--- config.mk ---
export PLATFORM = sky130hd
export DESIGN_NAME = accel_jerk_threshold_detector_top
export DESIGN_NICKNAME = d
export VERILOG_FILES = /design/src/design/ajtd_pkg.sv /design/src/design/ajtd_lane.sv /design/src/design/ajtd_merge.sv /design/src/design/ajtd_cmp.sv /design/src/design/accel_jerk_threshold_detector_top.sv
export SDC_FILE = /design/constraint.sdc
export NUM_CORES = 2
export LEC_CHECK = 0
export BUFFER_PORTS_ARGS = -buffer_cell sky130_fd_sc_hd__buf_4
export CAP_MARGIN = 0
export CORE_ASPECT_RATIO = 1.25
export CORE_MARGIN = 4
export CORE_UTILIZATION = 30
export CTS_CLUSTER_DIAMETER = 80
export CTS_CLUSTER_SIZE = 40
export DETAILED_ROUTE_END_ITERATION = 10
export REMOVE_ABC_BUFFERS = 1
export SETUP_SLACK_MARGIN = 0.3
export SYNTH_ARGS = -nofsm -noshare
export SYNTH_HDL_FRONTEND = slang
export SYNTH_SLANG_ARGS = --single-unit
--- constraint.sdc ---
create_clock -name clk -period 22 [get_ports clk]
set_clock_uncertainty 0.15 [all_clocks]
set_input_delay 1.1 -clock clk [delete_from_list [all_inputs] [get_ports clk]]
set_output_delay 1.1 -clock clk [all_outputs]
set_load 0.1 [all_outputs]
--- src/design/ajtd_pkg.sv ---
// Shared widths, constants, register indexes and types for the jerk threshold detector.
// No dependencies; every other design file refers to this package by scoped names.
package ajtd_pkg;

	// Field and state widths
	localparam int AXIS_W     = 16;
	localparam int DIFF_W     = AXIS_W + 1;
	localparam int SQ_W       = 32;
	localparam int SUM_W      = 34;
	localparam int TIME_W     = 32;
	localparam int THR_W      = 8;
	localparam int PERIOD_W   = 16;
	localparam int CFG_DATA_W = 16;
	localparam int CFG_IDX_W  = 2;

	// Register indexes on the write port
	localparam logic [CFG_IDX_W-1:0] REG_ENABLE    = 2'd0;
	localparam logic [CFG_IDX_W-1:0] REG_THRESHOLD = 2'd1;
	localparam logic [CFG_IDX_W-1:0] REG_PERIOD    = 2'd2;

	localparam logic [PERIOD_W-1:0] PERIOD_RESET = 16'd50;

	// Threshold test: sum * 1e6 > (threshold * 2048 * interval)^2
	localparam int SCALE_W = 20;
	localparam logic [SCALE_W-1:0] JERK_SCALE = 20'd1000000;
	localparam int LSB_SHIFT = 11;                  // 2048 counts per g
	localparam int TERM_W    = 32;                  // a wider term always fails the test
	localparam int P_W       = THR_W + TIME_W;      // threshold * interval
	localparam int P_LIM_W   = TERM_W - LSB_SHIFT;  // product bits that keep the term narrow
	localparam int PSQ_W     = 2 * P_LIM_W;
	localparam int LHS_W     = SUM_W + SCALE_W;
	localparam int CMP_W     = PSQ_W + 2 * LSB_SHIFT;

	typedef enum logic [1:0] {
		ST_IDLE,
		ST_MERGE,
		ST_MUL,
		ST_CMP
	} ajtd_state_t;

	// Decision taken for one transaction when it is accepted
	typedef struct packed {
		logic take;   // sample due and read succeeded
		logic fail;   // sample due but read failed
		logic hist;   // prior sample exists and time moved forward
	} ajtd_upd_t;

	// Sequencer steps seen by the compare pipeline
	typedef struct packed {
		logic merge;
		logic mul;
	} ajtd_step_t;

endpackage

--- src/design/ajtd_lane.sv ---
// One axis lane: difference from the previous sample, squared and registered.
// Depends on ajtd_pkg.
module ajtd_lane (
	input  logic                              clk,
	input  logic                              load,
	input  logic signed [ajtd_pkg::AXIS_W-1:0] accel,
	input  logic signed [ajtd_pkg::AXIS_W-1:0] prev,
	output logic        [ajtd_pkg::SQ_W-1:0]   sq_s1
);

	logic signed [ajtd_pkg::DIFF_W-1:0]   diff;
	logic signed [2*ajtd_pkg::DIFF_W-1:0] prod;

	// Sign-extend both axes and take the difference
	assign diff = $signed({accel[ajtd_pkg::AXIS_W-1], accel})
	            - $signed({prev[ajtd_pkg::AXIS_W-1], prev});
	assign prod = diff * diff;

	// Square never exceeds 32 bits, so keep the low word
	always_ff @(posedge clk) begin
		if (load) begin
			sq_s1 <= prod[ajtd_pkg::SQ_W-1:0];
		end
	end

endmodule

--- src/design/ajtd_merge.sv ---
// Merging stage: sums the three lane squares and holds the stored jerk sum and interval.
// Depends on ajtd_pkg.
module ajtd_merge (
	input  logic                           clk,
	input  logic                           arst_n,
	input  logic                           clear,
	input  logic                           merge,
	input  ajtd_pkg::ajtd_upd_t            upd,
	input  logic [ajtd_pkg::SQ_W-1:0]      sq_x,
	input  logic [ajtd_pkg::SQ_W-1:0]      sq_y,
	input  logic [ajtd_pkg::SQ_W-1:0]      sq_z,
	input  logic [ajtd_pkg::TIME_W-1:0]    elapsed,
	output logic [ajtd_pkg::SUM_W-1:0]     sum_q,
	output logic [ajtd_pkg::TIME_W-1:0]    interval_q,
	output logic [ajtd_pkg::TIME_W-1:0]    next_interval
);

	logic [ajtd_pkg::SUM_W-1:0] sum_new;

	// Combine the lanes
	assign sum_new = ajtd_pkg::SUM_W'(sq_x) + ajtd_pkg::SUM_W'(sq_y)
	               + ajtd_pkg::SUM_W'(sq_z);

	// Interval after this transaction, also fed ahead to the compare pipeline
	always_comb begin
		priority if (upd.take && upd.hist) begin
			next_interval = elapsed;
		end else if (upd.take) begin
			next_interval = '0;
		end else begin
			next_interval = interval_q;
		end
	end

	// Store on a successful sample; drop everything on an enable write
	always_ff @(posedge clk or negedge arst_n) begin
		if (!arst_n) begin
			sum_q      <= '0;
			interval_q <= '0;
		end else if (clear) begin
			sum_q      <= '0;
			interval_q <= '0;
		end else if (merge && upd.take) begin
			sum_q      <= upd.hist ? sum_new : '0;
			interval_q <= next_interval;
		end
	end

	a_zero_interval_zero_sum: assert property (@(posedge clk) disable iff (!arst_n)
		(interval_q == '0) |-> (sum_q == '0))
		else $error("stored sum nonzero with zero interval");

endmodule

--- src/design/ajtd_cmp.sv ---
// Threshold compare pipeline: scaled sum against the squared threshold term.
// Depends on ajtd_pkg.
module ajtd_cmp (
	input  logic                           clk,
	input  ajtd_pkg::ajtd_step_t           step,
	input  logic [ajtd_pkg::THR_W-1:0]     threshold,
	input  logic [ajtd_pkg::TIME_W-1:0]    next_interval,
	input  logic [ajtd_pkg::SUM_W-1:0]     sum,
	input  logic [ajtd_pkg::TIME_W-1:0]    interval,
	output logic                           over
);

	logic [ajtd_pkg::P_W-1:0]   p_full;
	logic [ajtd_pkg::P_W-1:0]   p_s1;
	logic [ajtd_pkg::LHS_W-1:0] lhs_s2;
	logic [ajtd_pkg::PSQ_W-1:0] psq_s2;
	logic                       small_s2;
	logic                       nz_s2;

	assign p_full = ajtd_pkg::P_W'(threshold) * ajtd_pkg::P_W'(next_interval);

	// Threshold times interval, formed while the merge stage stores
	always_ff @(posedge clk) begin
		if (step.merge) begin
			p_s1 <= p_full;
		end
	end

	// Scale the sum and square the term; a wide term can never be beaten
	always_ff @(posedge clk) begin
		if (step.mul) begin
			lhs_s2   <= ajtd_pkg::LHS_W'(sum) * ajtd_pkg::LHS_W'(ajtd_pkg::JERK_SCALE);
			psq_s2   <= ajtd_pkg::PSQ_W'(p_s1[ajtd_pkg::P_LIM_W-1:0])
			          * ajtd_pkg::PSQ_W'(p_s1[ajtd_pkg::P_LIM_W-1:0]);
			small_s2 <= (p_s1[ajtd_pkg::P_W-1:ajtd_pkg::P_LIM_W] == '0);
			nz_s2    <= (interval != '0);
		end
	end

	// Squared term carries the 2048 scale as a shift of 22
	assign over = nz_s2 && small_s2
	           && (ajtd_pkg::CMP_W'(lhs_s2) > {psq_s2, {(2*ajtd_pkg::LSB_SHIFT){1'b0}}});

endmodule

--- src/design/accel_jerk_threshold_detector_top.sv ---
// Accelerometer jerk threshold detector, top level: handshakes, sequencer, sample state.
// Depends on ajtd_pkg, ajtd_lane, ajtd_merge and ajtd_cmp.
// Result path: an accepted transaction passes the merge, multiply and compare states, and the
// compare state loads the output register, waiting while an untaken result still holds it.
// A new transaction is taken only once the sequencer is back in the idle state.
// Input is taken again while a result still waits in the output register.
// Reset: asynchronous, active low; disabled, threshold zero, period 50 ms, state cleared.
module accel_jerk_threshold_detector_top (
	input  logic                                 clk,
	input  logic                                 arst_n,
	input  logic                                 wr_en,
	input  logic [ajtd_pkg::CFG_IDX_W-1:0]       wr_index,
	input  logic [ajtd_pkg::CFG_DATA_W-1:0]      wr_data,
	input  logic                                 in_valid,
	output logic                                 in_ready,
	input  logic [ajtd_pkg::TIME_W-1:0]          time_ms,
	input  logic                                 read_ok,
	input  logic signed [ajtd_pkg::AXIS_W-1:0]   accel_x,
	input  logic signed [ajtd_pkg::AXIS_W-1:0]   accel_y,
	input  logic signed [ajtd_pkg::AXIS_W-1:0]   accel_z,
	output logic                                 out_valid,
	input  logic                                 out_ready,
	output logic                                 sampled,
	output logic                                 sample_failed,
	output logic                                 over_threshold,
	output logic [ajtd_pkg::SUM_W-1:0]           jerk_sq_sum
);

	ajtd_pkg::ajtd_state_t state_q, state_d;
	ajtd_pkg::ajtd_step_t  step;
	ajtd_pkg::ajtd_upd_t   upd_d, upd_s1;

	logic                                enable_q;
	logic [ajtd_pkg::THR_W-1:0]          threshold_q;
	logic [ajtd_pkg::PERIOD_W-1:0]       period_q;
	logic                                clear;

	logic [ajtd_pkg::TIME_W-1:0]         last_time_q;
	logic signed [ajtd_pkg::AXIS_W-1:0]  prev_x_q, prev_y_q, prev_z_q;

	logic                                accept;
	logic [ajtd_pkg::TIME_W-1:0]         elapsed;
	logic [ajtd_pkg::TIME_W-1:0]         elapsed_s1;
	logic [ajtd_pkg::TIME_W-1:0]         time_s1;
	logic signed [ajtd_pkg::AXIS_W-1:0]  ax_s1, ay_s1, az_s1;
	logic [ajtd_pkg::SQ_W-1:0]           sq_x_s1, sq_y_s1, sq_z_s1;

	logic [ajtd_pkg::SUM_W-1:0]          sum_q;
	logic [ajtd_pkg::TIME_W-1:0]         interval_q;
	logic [ajtd_pkg::TIME_W-1:0]         next_interval;
	logic                                over;
	logic                                out_load;
	logic                                out_valid_q;

	assign accept = in_valid && in_ready;
	assign clear  = wr_en && (wr_index == ajtd_pkg::REG_ENABLE);

	// Configuration writes; indexes beyond the list are ignored
	always_ff @(posedge clk or negedge arst_n) begin
		if (!arst_n) begin
			enable_q    <= 1'b0;
			threshold_q <= '0;
			period_q    <= ajtd_pkg::PERIOD_RESET;
		end else if (wr_en) begin
			unique case (wr_index)
				ajtd_pkg::REG_ENABLE:    enable_q    <= wr_data[0];
				ajtd_pkg::REG_THRESHOLD: threshold_q <= wr_data[ajtd_pkg::THR_W-1:0];
				ajtd_pkg::REG_PERIOD:    period_q    <= wr_data[ajtd_pkg::PERIOD_W-1:0];
				default: ;
			endcase
		end
	end

	// Decide what this transaction does, against the state it finds
	assign elapsed = time_ms - last_time_q;
	always_comb begin
		logic due;
		due        = enable_q && (elapsed >= ajtd_pkg::TIME_W'(period_q));
		upd_d.take = due && read_ok;
		upd_d.fail = due && !read_ok;
		upd_d.hist = (last_time_q != '0) && (time_ms > last_time_q);
	end

	always_ff @(posedge clk or negedge arst_n) begin
		if (!arst_n) begin
			upd_s1 <= '0;
		end else if (accept) begin
			upd_s1 <= upd_d;
		end
	end

	// Capture the transaction payload
	always_ff @(posedge clk) begin
		if (accept) begin
			elapsed_s1 <= elapsed;
			time_s1    <= time_ms;
			ax_s1      <= accel_x;
			ay_s1      <= accel_y;
			az_s1      <= accel_z;
		end
	end

	// Axis lanes
	ajtd_lane u_lane_x (.clk(clk), .load(accept), .accel(accel_x), .prev(prev_x_q), .sq_s1(sq_x_s1));
	ajtd_lane u_lane_y (.clk(clk), .load(accept), .accel(accel_y), .prev(prev_y_q), .sq_s1(sq_y_s1));
	ajtd_lane u_lane_z (.clk(clk), .load(accept), .accel(accel_z), .prev(prev_z_q), .sq_s1(sq_z_s1));

	ajtd_merge u_merge (
		.clk          (clk),
		.arst_n       (arst_n),
		.clear        (clear),
		.merge        (step.merge),
		.upd          (upd_s1),
		.sq_x         (sq_x_s1),
		.sq_y         (sq_y_s1),
		.sq_z         (sq_z_s1),
		.elapsed      (elapsed_s1),
		.sum_q        (sum_q),
		.interval_q   (interval_q),
		.next_interval(next_interval)
	);

	ajtd_cmp u_cmp (
		.clk          (clk),
		.step         (step),
		.threshold    (threshold_q),
		.next_interval(next_interval),
		.sum          (sum_q),
		.interval     (interval_q),
		.over         (over)
	);

	// Sample time and previous axes; advance the time on any due sample
	always_ff @(posedge clk or negedge arst_n) begin
		if (!arst_n) begin
			last_time_q <= '0;
			prev_x_q    <= '0;
			prev_y_q    <= '0;
			prev_z_q    <= '0;
		end else if (clear) begin
			last_time_q <= '0;
			prev_x_q    <= '0;
			prev_y_q    <= '0;
			prev_z_q    <= '0;
		end else if (step.merge) begin
			if (upd_s1.take || upd_s1.fail) begin
				last_time_q <= time_s1;
			end
			if (upd_s1.take) begin
				prev_x_q <= ax_s1;
				prev_y_q <= ay_s1;
				prev_z_q <= az_s1;
			end
		end
	end

	// Sequencer: next state
	always_comb begin
		state_d = state_q;
		unique case (state_q)
			ajtd_pkg::ST_IDLE:  if (in_valid) state_d = ajtd_pkg::ST_MERGE;
			ajtd_pkg::ST_MERGE: state_d = ajtd_pkg::ST_MUL;
			ajtd_pkg::ST_MUL:   state_d = ajtd_pkg::ST_CMP;
			ajtd_pkg::ST_CMP:   if (!out_valid_q || out_ready) state_d = ajtd_pkg::ST_IDLE;
			default:            state_d = ajtd_pkg::ST_IDLE;
		endcase
	end

	// Sequencer: outputs
	always_comb begin
		in_ready   = (state_q == ajtd_pkg::ST_IDLE);
		step.merge = (state_q == ajtd_pkg::ST_MERGE);
		step.mul   = (state_q == ajtd_pkg::ST_MUL);
		out_load   = (state_q == ajtd_pkg::ST_CMP) && (!out_valid_q || out_ready);
	end

	always_ff @(posedge clk or negedge arst_n) begin
		if (!arst_n) begin
			state_q <= ajtd_pkg::ST_IDLE;
		end else begin
			state_q <= state_d;
		end
	end

	// Output register: hold the result until taken
	always_ff @(posedge clk or negedge arst_n) begin
		if (!arst_n) begin
			out_valid_q <= 1'b0;
		end else if (out_load) begin
			out_valid_q <= 1'b1;
		end else if (out_ready) begin
			out_valid_q <= 1'b0;
		end
	end

	always_ff @(posedge clk) begin
		if (out_load) begin
			sampled        <= upd_s1.take;
			sample_failed  <= upd_s1.fail;
			over_threshold <= enable_q && over;
			jerk_sq_sum    <= enable_q ? sum_q : '0;
		end
	end

	assign out_valid = out_valid_q;

	a_merge_after_accept: assert property (@(posedge clk) disable iff (!arst_n)
		(state_q == ajtd_pkg::ST_MERGE) |-> $past(in_valid && in_ready))
		else $error("merge step without an accepted transaction");

	a_result_from_cmp: assert property (@(posedge clk) disable iff (!arst_n)
		$rose(out_valid_q) |-> $past(state_q == ajtd_pkg::ST_CMP))
		else $error("result offered outside the compare step");

	a_cmp_loads_free_output: assert property (@(posedge clk) disable iff (!arst_n)
		((state_q == ajtd_pkg::ST_CMP) && !out_valid_q) |=> out_valid_q)
		else $error("compare step failed to load an empty output register");

	a_flags_exclusive: assert property (@(posedge clk) disable iff (!arst_n)
		out_valid_q |-> !(sampled && sample_failed))
		else $error("result both sampled and failed");

endmodule

==> results by group <==
Clocking
  – Clock tree root buffer cell: clkbuf_16
  – CTS tree: built
  – Post-CTS Setup Bufs: 0
  – Hold-fix buffers at CTS: 0
  – Clock Pin Slew Worst Setup and Hold Paths: 0.11 ns
  – H-Tree Level Count: 2
  – Clk_lat worst skew: between 0.7 and 0.8 ns
  – Clk sinks: between 500 and 600
  – CTS resizes: 0
  – CTS Buf Count: 37
  – CTS Buffer Depth: 3

Timing
  – Final count of negative-setup-slack endpoints: 0
  – Final Hold Fails: 0
  – Worst-Margin Slew: 1.33 ns
  – WHS: roughly 0.25 ns
  – Slew headroom: 0.111
  – RSZ-0062 raised after global routing: false
  – Final period utilization: 0.443
  – Setup TNS: 0 ns
  – Fmax: 103 MHz
  – Final min period: 9.74 ns
  – Final slew viol count: 0

Logic synthesis
  – Number of synthesized flops with an enable pin: 373
  – Main flop type after synthesis: edfxtp_1
  – Mapped Cells: 8296
  – Sequential area share after synthesis: 0.193
  – Yosys top cell area share: 0.349
  – Asr flop ratio synth: 0.322
  – Most frequent cell after synthesis: inv_1
  – Distinct cells, synth: 96
  – Top cells by count, synth: inv_1, fa_1, ha_1, nand2_1, nor2_1
  – Synth Warn #: 0
  – Yosys reg bits: 550
  – Post-Syn Area: 0.0810 mm^2
  – Top cells by area, synth: fa_1, edfxtp_1, ha_1
  – Area leader, netlist: fa_1
  – Mean area per synthesized cell: 9.77 um^2

Worst setup path
  – Critical path arrival: 10.01 ns
  – CP max stage delay: 0.93 ns
  – Crit path launch type: input pin
  – Critical path required time: about 22 ns
  – Setup crit end kind: register
  – Crit Path Class: in -> reg
  – CP Max Fanout: 12
  – CP max stage cell: xor2_1

GRT
  – First-pass GRT wire length: 330 mm
  – Vias in the first global route: 62100
  – Initial antenna violation count: 3
  – Largest net degree at the start of global routing: 83
  – Gr usage total: 0.147
  – Grt ovf: 0

Final layout
  – NumNets Final: 10700
  – Area grow syn2layout: 8.69%
  – Layout Cells excl Fill: 11900
  – Layout cells sized above 1: 0.0479
  – Fillers: approximately 28000
  – Area occupied by multi-input gates: 0.0571 mm^2
  – FF+latch area: 0.0156 mm^2

Route
  – Iteration-0 DRC Markers: 2655
  – Antenna viol nets, final: 0
  – Drt pass-1 iters: 7
  – Drt drc: 0
  – DR vias/cell: 4.66
  – Total Wirelength: 200 mm
  – WL per Instance: 16.8 um
  – Via count: between 50000 and 60000

Die
  – Core ar.: 0.269 mm^2
  – Initial Util: 0.301
  – Die Y: about 590 um
  – Die area: 0.279 mm^2
  – Die X: roughly 470 um
  – I/O pin count: 143
  – Std cell rows: 213

Hold path
  – Tightest Hold Check Type: in -> async

Run status
  – Outcome: completed

Placement
  – HPWL after DPL: around 170 mm
  – Final RePlAce weighted congestion: 0.888
  – Dpl cells: 11900
  – Port buffer count: 142

Job
  – Max-cap violation count: 0
==> critical path, delay by kind of cell <==
kind | cells | cell delay [ns]
compound gates | 12 | 2.63
fa+ha+maj | 9 | 3.43
simple gates | 3 | 0.70
buf+inv | 8 | 1.11
xor+xnor | 2 | 1.02
==> layout by cell type, fill, tap and decap left out, types with 17 or more instances in the layout <==
cell type  instances
nand2b_1          57
edfxtp_1         373
and2_1           237
xor2_1            98
o21a_1            48
ha_1             797
fa_1            1411
inv_1           2011
and3_1            23
o211ai_1          17
o21ai_1           69
or2_2             22
nand3_1           52
a211oi_1          24
a22o_1            29
o21ai_0          148
a21o_1           139
nand2_1          791
nor3_1            56
clkbuf_16         37
a31oi_1           29
a22oi_1           34
nor4_1            31
a21oi_1          299
nor2b_1           46
dfrtp_1          174
mux2_2            26
xnor2_1          257
nand4_1           35
o21bai_1          30
buf_4            212
nor2_1           492
==> per-stage QoR <==
| step | utilization | setup WS (ns) | area, um^2 |
|---|---|---|---|
| floorplan | - | 12.22 | 80300 |
| global placement | 0.321 | 11.80 | 86500 |
| detailed placement | 0.321 | 11.71 | 86500 |
| CTS | 0.327 | 12.47 | 88100 |
| global route | 0.327 | 11.60 | 88100 |
| finish | 0.327 | 12.26 | 88100 |
==> metal layers <==
| layer | GRT usage | wire [um] | vias up |
|---|---|---|---|
| met4 | 0.0555 | 8670 | 0 |
| met5 | 0 | 0 | - |
| li1 | - | - | 25900 |
| met3 | 0.0112 | 6800 | 315 |
| met2 | 0.276 | 106000 | 1066 |
| met1 | 0.174 | 79000 | 28300 |
==> final timing paths <==
check | start | cells after the start | slack, ns | endpoint
max | accel_z[0] | 34 | 12.26 | u_lane_z.sq_s1[30]
min | arst_n | 1 | 0.25 | prev_y_q[5]
max reg2reg | prev_z_q[0] | 32 | 12.50 | u_lane_z.sq_s1[30]
min reg2reg | time_s1[20] | 2 | 0.31 | last_time_q[20]
max in group asynchronous | arst_n | 3 | 19.36 | threshold_q[3]
min in group clk | time_s1[20] | 2 | 0.31 | last_time_q[20]
==> final cells by class <==
type,instances,area share
tap,3547,0.0504
sequential,550,0.177
clock inverter,29,0.00751
inverter,2037,0.0869
multi-input combinational,5525,0.649
timing repair buffer,213,0.0182
clock buffer,39,0.0108
antenna,2,0.0000568
==> state kept, by name (all words and copies together) (netlist names), 31 cells and up <==
signal and cells:
last_time_q 32, u_lane_x.sq_s1 31, u_cmp.lhs_s2 48, time_s1 32, u_lane_z.sq_s1 31, u_cmp.psq_s2 41
elapsed_s1 32, u_merge.interval_q 32, u_lane_y.sq_s1 31, jerk_sq_sum 34, u_cmp.p_s1 40, u_merge.sum_q 34
==> kinds of logic (layout without fill, tap and decap cells) <==
family                   after synthesis  in the layout  synth area share
multiplexers                          31             31           0.00423
XOR/XNOR                             359            359            0.0389
AND/OR/NAND/NOR                     1906           1906             0.107
other                                  0              2                 0
buffers and inverters               2221           2318             0.103
flip-flops                           550            550             0.193
adder cells (fa/ha/maj)             2210           2210             0.472
AO/OA/AOI/OAI                       1019           1019            0.0819
Power is not shown: default switching activity piles up to over one toggle a cycle in this logic, so the estimate is an artifact.
